### src/sha1bh_pkg.sv
// Shared constants, command struct and round helpers for the SHA-1 block hasher.
// No dependencies; used by sha1bh_ctrl, sha1bh_datapath and sha1_block_hash.
`default_nettype none

package sha1bh_pkg;

    localparam int WORD_W       = 32;
    localparam int BLOCK_WORDS  = 16;
    localparam int ROUNDS       = 80;
    localparam int ROUNDS_PHASE = 20;
    localparam int DIGEST_WORDS = 5;

    // Round function groups
    localparam logic [1:0] PH_CHOOSE = 2'd0;
    localparam logic [1:0] PH_PAR_A  = 2'd1;
    localparam logic [1:0] PH_MAJ    = 2'd2;
    localparam logic [1:0] PH_PAR_B  = 2'd3;

    // Controller to datapath commands
    typedef struct packed {
        logic       load;     // shift a message word into the schedule
        logic       start;    // copy the chaining value into a..e
        logic       round;    // run one compression round
        logic       expand;   // round uses an expanded schedule word
        logic [1:0] phase;    // round function group
        logic       add;      // fold a..e into the chaining value
        logic       clear;    // return the chaining value to the initial values
        logic [2:0] out_idx;  // chaining word shown on the output
    } t_dp_cmd;

    function automatic logic [WORD_W-1:0] init_chain(input logic [2:0] idx);
        logic [WORD_W-1:0] v;
        unique case (idx)
            3'd0:    v = 32'h6745_2301;
            3'd1:    v = 32'hefcd_ab89;
            3'd2:    v = 32'h98ba_dcfe;
            3'd3:    v = 32'h1032_5476;
            3'd4:    v = 32'hc3d2_e1f0;
            default: v = '0;
        endcase
        return v;
    endfunction

    function automatic logic [WORD_W-1:0] round_k(input logic [1:0] phase);
        logic [WORD_W-1:0] v;
        unique case (phase)
            PH_CHOOSE: v = 32'h5a82_7999;
            PH_PAR_A:  v = 32'h6ed9_eba1;
            PH_MAJ:    v = 32'h8f1b_bcdc;
            PH_PAR_B:  v = 32'hca62_c1d6;
            default:   v = '0;
        endcase
        return v;
    endfunction

    function automatic logic [WORD_W-1:0] round_f(input logic [1:0] phase,
                                                 input logic [WORD_W-1:0] b,
                                                 input logic [WORD_W-1:0] c,
                                                 input logic [WORD_W-1:0] d);
        logic [WORD_W-1:0] v;
        unique case (phase)
            PH_CHOOSE: v = (b & c) | (~b & d);
            PH_MAJ:    v = (b & c) | (b & d) | (c & d);
            PH_PAR_A,
            PH_PAR_B:  v = b ^ c ^ d;
            default:   v = '0;
        endcase
        return v;
    endfunction

endpackage

`default_nettype wire

### src/sha1bh_ctrl.sv
// Sequencer for the SHA-1 block hasher: word count, round count, digest output.
// Depends on sha1bh_pkg; drives sha1bh_datapath through t_dp_cmd.
`default_nettype none

module sha1bh_ctrl (
    input  wire logic              i_clk,
    input  wire logic              i_rst_n,
    input  wire logic              i_in_valid,
    input  wire logic              i_in_final,
    output logic                   o_in_ready,
    output logic                   o_out_valid,
    input  wire logic              i_out_ready,
    output logic [2:0]             o_out_idx,
    output logic                   o_out_last,
    output sha1bh_pkg::t_dp_cmd    o_cmd
);

    localparam logic [1:0] ST_LOAD  = 2'd0;
    localparam logic [1:0] ST_ROUND = 2'd1;
    localparam logic [1:0] ST_ADD   = 2'd2;
    localparam logic [1:0] ST_OUT   = 2'd3;

    localparam logic [3:0] LAST_WORD  = 4'(sha1bh_pkg::BLOCK_WORDS - 1);
    localparam logic [6:0] LAST_ROUND = 7'(sha1bh_pkg::ROUNDS - 1);
    localparam logic [2:0] LAST_OUT   = 3'(sha1bh_pkg::DIGEST_WORDS - 1);

    logic [1:0] r_state, n_state;
    logic [3:0] r_word_cnt, n_word_cnt;
    logic [6:0] r_round, n_round;
    logic [2:0] r_out_idx, n_out_idx;
    logic       r_final, n_final;

    logic in_fire;
    logic out_fire;
    logic [1:0] phase;

    assign o_in_ready  = (r_state == ST_LOAD);
    assign o_out_valid = (r_state == ST_OUT);
    assign in_fire     = i_in_valid && o_in_ready;
    assign out_fire    = o_out_valid && i_out_ready;
    assign o_out_idx   = r_out_idx;
    assign o_out_last  = (r_out_idx == LAST_OUT);

    always_comb begin
        if (r_round < 7'(sha1bh_pkg::ROUNDS_PHASE)) begin
            phase = sha1bh_pkg::PH_CHOOSE;
        end else if (r_round < 7'(2 * sha1bh_pkg::ROUNDS_PHASE)) begin
            phase = sha1bh_pkg::PH_PAR_A;
        end else if (r_round < 7'(3 * sha1bh_pkg::ROUNDS_PHASE)) begin
            phase = sha1bh_pkg::PH_MAJ;
        end else begin
            phase = sha1bh_pkg::PH_PAR_B;
        end
    end

    always_comb begin
        o_cmd.load    = in_fire;
        o_cmd.start   = in_fire && (r_word_cnt == LAST_WORD);
        o_cmd.round   = (r_state == ST_ROUND);
        o_cmd.expand  = (r_round >= 7'(sha1bh_pkg::BLOCK_WORDS));
        o_cmd.phase   = phase;
        o_cmd.add     = (r_state == ST_ADD);
        o_cmd.clear   = out_fire && (r_out_idx == LAST_OUT);
        o_cmd.out_idx = r_out_idx;
    end

    always_comb begin
        n_state    = r_state;
        n_word_cnt = r_word_cnt;
        n_round    = r_round;
        n_out_idx  = r_out_idx;
        n_final    = r_final;
        unique case (r_state)
            ST_LOAD: begin
                if (in_fire) begin
                    n_word_cnt = r_word_cnt + 4'd1;
                    if (r_word_cnt == LAST_WORD) begin
                        // only the flag on the block's closing word counts
                        n_final = i_in_final;
                        n_round = '0;
                        n_state = ST_ROUND;
                    end
                end
            end
            ST_ROUND: begin
                n_round = r_round + 7'd1;
                if (r_round == LAST_ROUND) begin
                    n_round = '0;
                    n_state = ST_ADD;
                end
            end
            ST_ADD: begin
                n_out_idx = '0;
                n_state   = r_final ? ST_OUT : ST_LOAD;
            end
            ST_OUT: begin
                if (out_fire) begin
                    n_out_idx = r_out_idx + 3'd1;
                    if (r_out_idx == LAST_OUT) begin
                        n_state = ST_LOAD;
                    end
                end
            end
            default: n_state = ST_LOAD;
        endcase
    end

    always_ff @(posedge i_clk) begin
        if (!i_rst_n) begin
            r_state    <= ST_LOAD;
            r_word_cnt <= '0;
            r_round    <= '0;
            r_out_idx  <= '0;
            r_final    <= 1'b0;
        end else begin
            r_state    <= n_state;
            r_word_cnt <= n_word_cnt;
            r_round    <= n_round;
            r_out_idx  <= n_out_idx;
            r_final    <= n_final;
        end
    end

endmodule

`default_nettype wire

### src/sha1bh_datapath.sv
// SHA-1 datapath: 16-word schedule window, working variables a..e, chaining value.
// Depends on sha1bh_pkg; commanded by sha1bh_ctrl.
`default_nettype none

module sha1bh_datapath (
    input  wire logic                                i_clk,
    input  wire logic                                i_rst_n,
    input  wire sha1bh_pkg::t_dp_cmd                 i_cmd,
    input  wire logic [sha1bh_pkg::WORD_W-1:0]       i_word,
    output logic [sha1bh_pkg::WORD_W-1:0]            o_digest
);

    localparam int W = sha1bh_pkg::WORD_W;
    localparam int N = sha1bh_pkg::BLOCK_WORDS;
    localparam int H = sha1bh_pkg::DIGEST_WORDS;

    // r_w[0] holds the oldest word W[t-16], r_w[N-1] the newest
    logic [W-1:0] r_w [N];
    logic [W-1:0] r_a, r_b, r_c, r_d, r_e;
    logic [W-1:0] r_h [H];

    logic [W-1:0] mix;
    logic [W-1:0] wr;
    logic [W-1:0] shift_in;
    logic [W-1:0] t_sum;

    assign mix      = r_w[13] ^ r_w[8] ^ r_w[2] ^ r_w[0];
    assign wr       = i_cmd.expand ? {mix[W-2:0], mix[W-1]} : r_w[0];
    assign shift_in = i_cmd.load ? i_word : wr;
    assign t_sum    = {r_a[W-6:0], r_a[W-1:W-5]}
                    + sha1bh_pkg::round_f(i_cmd.phase, r_b, r_c, r_d)
                    + r_e + sha1bh_pkg::round_k(i_cmd.phase) + wr;

    assign o_digest = r_h[i_cmd.out_idx];

    // schedule window: shift on a load or a round
    always_ff @(posedge i_clk) begin
        if (i_cmd.load || i_cmd.round) begin
            for (int i = 0; i < N - 1; i++) begin
                r_w[i] <= r_w[i+1];
            end
            r_w[N-1] <= shift_in;
        end
    end

    always_ff @(posedge i_clk) begin
        if (i_cmd.start) begin
            r_a <= r_h[0];
            r_b <= r_h[1];
            r_c <= r_h[2];
            r_d <= r_h[3];
            r_e <= r_h[4];
        end else if (i_cmd.round) begin
            r_a <= t_sum;
            r_b <= r_a;
            r_c <= {r_b[1:0], r_b[W-1:2]};
            r_d <= r_c;
            r_e <= r_d;
        end
    end

    always_ff @(posedge i_clk) begin
        if (!i_rst_n || i_cmd.clear) begin
            for (int i = 0; i < H; i++) begin
                r_h[i] <= sha1bh_pkg::init_chain(3'(i));
            end
        end else if (i_cmd.add) begin
            r_h[0] <= r_h[0] + r_a;
            r_h[1] <= r_h[1] + r_b;
            r_h[2] <= r_h[2] + r_c;
            r_h[3] <= r_h[3] + r_d;
            r_h[4] <= r_h[4] + r_e;
        end
    end

endmodule

`default_nettype wire

### src/sha1_block_hash.sv
// Top level of the SHA-1 block hasher: stream ports, controller and datapath.
// Depends on sha1bh_pkg, sha1bh_ctrl and sha1bh_datapath.
//
// Usage:
//   Slave stream takes the padded message, one 32-bit big-endian word per
//   beat, sixteen beats per 512-bit block. tuser marks the final block; only
//   its value on the sixteenth beat of a block is looked at.
//   After the sixteenth beat the block runs 80 rounds, one per cycle, then
//   folds the result into the chaining value. Beats are taken only while
//   loading, so the next block cannot start until the current one has been
//   folded in, as all rounds share the single round unit.
//   For a final block the master stream then shows h0..h4, one beat each,
//   tuser giving the word index and tlast set on h4. The first digest beat
//   is valid once the fold is done and can leave at the next edge.
//   A stalled master holds the current digest beat and keeps the slave side
//   closed; after h4 leaves, the chaining value returns to the initial
//   values and loading resumes.
//   Reset (synchronous, active low) clears the word count, empties the
//   output and restores the initial chaining value.
`default_nettype none

module sha1_block_hash (
    input  wire logic        i_clk,
    input  wire logic        i_rst_n,
    // slave stream
    input  wire logic        i_s_axis_tvalid,
    output logic             o_s_axis_tready,
    input  wire logic [31:0] i_s_axis_tdata,   // [31:0] message_word
    input  wire logic        i_s_axis_tuser,   // [0] final_block
    // master stream
    output logic             o_m_axis_tvalid,
    input  wire logic        i_m_axis_tready,
    output logic [31:0]      o_m_axis_tdata,   // [31:0] digest_word
    output logic [2:0]       o_m_axis_tuser,   // [2:0] word_index
    output logic             o_m_axis_tlast    // last_word
);

    sha1bh_pkg::t_dp_cmd cmd;

    sha1bh_ctrl u_ctrl (
        .i_clk       (i_clk),
        .i_rst_n     (i_rst_n),
        .i_in_valid  (i_s_axis_tvalid),
        .i_in_final  (i_s_axis_tuser),
        .o_in_ready  (o_s_axis_tready),
        .o_out_valid (o_m_axis_tvalid),
        .i_out_ready (i_m_axis_tready),
        .o_out_idx   (o_m_axis_tuser),
        .o_out_last  (o_m_axis_tlast),
        .o_cmd       (cmd)
    );

    sha1bh_datapath u_datapath (
        .i_clk    (i_clk),
        .i_rst_n  (i_rst_n),
        .i_cmd    (cmd),
        .i_word   (i_s_axis_tdata),
        .o_digest (o_m_axis_tdata)
    );

endmodule

`default_nettype wire
### config.mk
export PLATFORM = sky130hd
export DESIGN_NAME = sha1_block_hash
export DESIGN_NICKNAME = d
export VERILOG_FILES = /design/src/sha1bh_pkg.sv /design/src/sha1bh_ctrl.sv /design/src/sha1bh_datapath.sv /design/src/sha1_block_hash.sv
export SDC_FILE = /design/constraint.sdc
export NUM_CORES = 2
export LEC_CHECK = 0
export BUFFER_PORTS_ARGS = -buffer_cell sky130_fd_sc_hd__buf_4
export CAP_MARGIN = 25
export CORE_MARGIN = 2
export CORE_UTILIZATION = 58
export CTS_BUF_LIST = sky130_fd_sc_hd__clkbuf_4 sky130_fd_sc_hd__clkbuf_8 sky130_fd_sc_hd__clkbuf_16
export DETAILED_ROUTE_END_ITERATION = 8
export GPL_TIMING_DRIVEN = 0
export PLACE_DENSITY_LB_ADDON = 0.25
export SLEW_MARGIN = 10
export SYNTH_ARGS = -nofsm -noshare
export SYNTH_HDL_FRONTEND = slang
export SYNTH_HIERARCHICAL = 1
export SYNTH_SLANG_ARGS = --single-unit
### constraint.sdc
create_clock -name i_clk -period 14.8 [get_ports i_clk]
set_clock_uncertainty 0.1 [all_clocks]
set_input_delay 2.96 -clock i_clk [delete_from_list [all_inputs] [get_ports i_clk]]
set_output_delay 2.96 -clock i_clk [all_outputs]
set_load 0.05 [all_outputs]
==> flow_summary.json <==
{
  "nNetsFinal": 3898,
  "dp_hpwl_um": 89600,
  "final-hold-violation-count": 0,
  "fin_area_um2": 49500,
  "path_clk_slew_ps": 60,
  "clockPowerShare_pct": 43.1,
  "swShare_pct": 22.8,
  "num_vias": 28800,
  "first_pass_iters": 6,
  "clock_latency_ps": 690,
  "io_buffers": 74,
  "timing.hold.ws_ps": 291,
  "cts_buffer_depth": 3,
  "irDropWorstVdd_v": 0.000127,
  "critPathTopFamily": "compound AO/OA/AOI/OAI gates",
  "die-area_um2": 78100,
  "worstSetupEndpointType": "register",
  "critPathSlowestCell": "clkbuf_1",
  "drv_cap": 0,
  "clockRootBuffer": "clkbuf_16",
  "async_reset_ff_share_pct": 0,
  "area_delta_synth_final_pct": 12.5,
  "p_seq_share_pct": 50.1,
  "wirelength_um": 121000,
  "leakage_nw": 18.1,
  "die_x_um": 279,
  "critical_path.max_fanout": 10,
  "rsz0062_at_grt": "no",
  "cts_tree": "done",
  "viasPerCell": 6.29,
  "slew_viol_final": 0,
  "htree_num_levels": 3,
  "dpl.cell_count": 4409,
  "final_common_cell": "edfxtp_1",
  "period_share_pct": 56.6,
  "yosys_warnings": 6,
  "syn_inst": 3335,
  "routabilityCongestion": 0.984,
  "cp_common_cell": "inv_1",
  "wl_per_cell_um": 26.4,
  "placed_area_um2": 46300,
  "cts_buffers": 90,
  "grt_remaining_overflow": 0,
  "drc_errors": 0,
  "grt_max_degree": 69,
  "grt_first_pass_wirelength_um": 178000,
  "synth_edf_count": 832,
  "tightest_slew_ps": 1180,
  "path_buf_inv": 7,
  "die_y_um": 279,
  "layout_common_cells": "832 x edfxtp_1, 279 x nand2_1, 229 x inv_1",
  "cp.arrival_ps": 8690,
  "ys_ff_latch": 849,
  "core_area_um2": 74800,
  "synth_cell_types": 87,
  "power_density_nw_per_um2": 113,
  "hp-class": "register to register",
  "avgSynthCellArea_um2": 13.2,
  "max_freq_mhz": 119,
  "switchingPower_mw": 1.27,
  "worstSetupPathType": "register to register",
  "grt.total_usage_pct": 30.9,
  "internal-power_mw": 4.30,
  "postCtsSetupBuffers": 0,
  "fin_setup_tns_ps": 0,
  "status": "finished, final reports clean",
  "drtIter0Drc": 3408,
  "hold_buffers": 0,
  "clkSinkCount": 849,
  "final_cells": 4578,
  "fin_crit_ps": 8370,
  "combPwrFrac_pct": 6.8,
  "drive_gt1_share_pct": 13.0,
  "slowest_delay_ps": 790,
  "grt_pass1_vias": 28300,
  "cts_resized": 0,
  "ios": 75,
  "start_util_pct": 58.8,
  "antenna_left": 0,
  "antenna_found_initial": 3,
  "rows": 100,
  "setup_violations": 0,
  "crit_required_ps": 15120,
  "start_kind": "register",
  "synth_area_um2": 44000,
  "syn-num-nets": 3697,
  "max_slew_margin_pct": 20.2,
  "yosysSeqAreaShare_pct": 57.6,
  "ys.flop_type": "edfxtp_1"
}
==> power groups by stage <==
stage,Sequential [mW],Clock (mW),Combinational (mW)
after detailed placement,2.84,0,0.374
final,2.79,2.40,0.381
after CTS,2.79,2.44,0.377
after global placement,2.86,0,0.353
after global routing,2.80,2.53,0.415
after floorplan,2.84,0,0.259
==> routing by layer <==
layer / share of wire [%] / up-vias / track usage, %
li1: - / 12700 / -
met1: 41 / 14300 / 42.7
met2: 45 / 1399 / 47.6
met3: 7.9 / 317 / 5.29
met4: 5.7 / 2 / 16.0
met5: 0.011 / - / 0
==> through the flow <==
stage	total power [mW]	worst slack [ps]	util [%]
finish	5.57	6430	66.2
global route	5.74	6210	66.2
CTS	5.61	6710	66.1
detailed placement	3.21	6560	61.9
global placement	3.21	1000	61.1
floorplan	3.10	4050	-
==> synthesized netlist by cell type, types with 8 or more instances <==
master | instances | share of area, %
xnor2_1 | 174 | 3.5
nand3_1 | 39 | 0.44
ha_1 | 200 | 5.7
and2_1 | 16 | 0.23
inv_1 | 229 | 2.0
xor2_1 | 85 | 1.7
nor2b_1 | 24 | 0.34
a221oi_1 | 29 | 0.58
a21oi_1 | 170 | 1.9
nor2_1 | 163 | 1.4
a31oi_1 | 22 | 0.31
mux4_2 | 32 | 1.6
or3_1 | 10 | 0.14
a211oi_1 | 20 | 0.34
a21o_1 | 82 | 1.4
o21a_1 | 30 | 0.51
nand4_1 | 18 | 0.26
mux2_2 | 138 | 3.5
edfxtp_1 | 832 | 57
o31ai_1 | 8 | 0.14
nand2_1 | 279 | 2.4
nand2b_1 | 28 | 0.40
clkbuf_1 | 86 | 0.73
nor3_1 | 35 | 0.40
and3_1 | 19 | 0.27
mux2i_1 | 30 | 0.68
o21ai_0 | 209 | 2.4
buf_1 | 8 | 0.068
o211ai_1 | 19 | 0.32
dfxtp_1 | 17 | 0.77
o21bai_1 | 21 | 0.36
a221o_1 | 9 | 0.20
fa_1 | 125 | 5.7
==> final cells by class <==
type	count	area, um^2
sequential	849	25300
fill	5408	25300
multi-input combinational	2150	17400
clock buffer	106	2370
tap	969	1210
timing repair buffer	109	1110
inverter	231	867
clock inverter	57	806
buffer	105	422
antenna	2	5.00
==> cell families after synthesis <==
| logic type | Yosys count | share of synthesized area [%] |
|---|---|---|
| AOI/OAI and AO/OA | 704 | 10.3 |
| xor gates and xnor gates | 259 | 5.16 |
| adders and majority gates | 326 | 11.4 |
| buffers and inverters | 336 | 2.93 |
| DFF | 849 | 57.6 |
| muxes | 200 | 5.85 |
| and+or+nand+nor | 661 | 6.82 |
==> final timing paths <==
path,slack [ps],from,end,depth (start not counted)
worst min register to register,290,u_datapath/r_w[0][32],u_datapath/r_w[0][0],0
worst min-delay path,290,u_datapath/r_w[0][32],u_datapath/r_w[0][0],0
worst max-delay path,6430,u_ctrl/r_round[5],u_datapath/r_a[31],25
worst max register to register,6430,u_ctrl/r_round[5],u_datapath/r_a[31],25
==> state kept, by name, indices dropped and copies added (netlist names) <==
signal / flops
u_datapath/r_e: 32
u_ctrl/r_state: 2
u_datapath/r_b: 32
u_ctrl/r_word_cnt: 4
u_datapath/r_w: 512
u_datapath/r_a: 32
u_datapath/r_d: 32
u_ctrl/r_round: 7
u_datapath/r_c: 32
u_ctrl/o_out_idx: 3
u_ctrl/r_final: 1
u_datapath/r_h: 160
No activity file was read; power rests on OpenSTA's default activity.
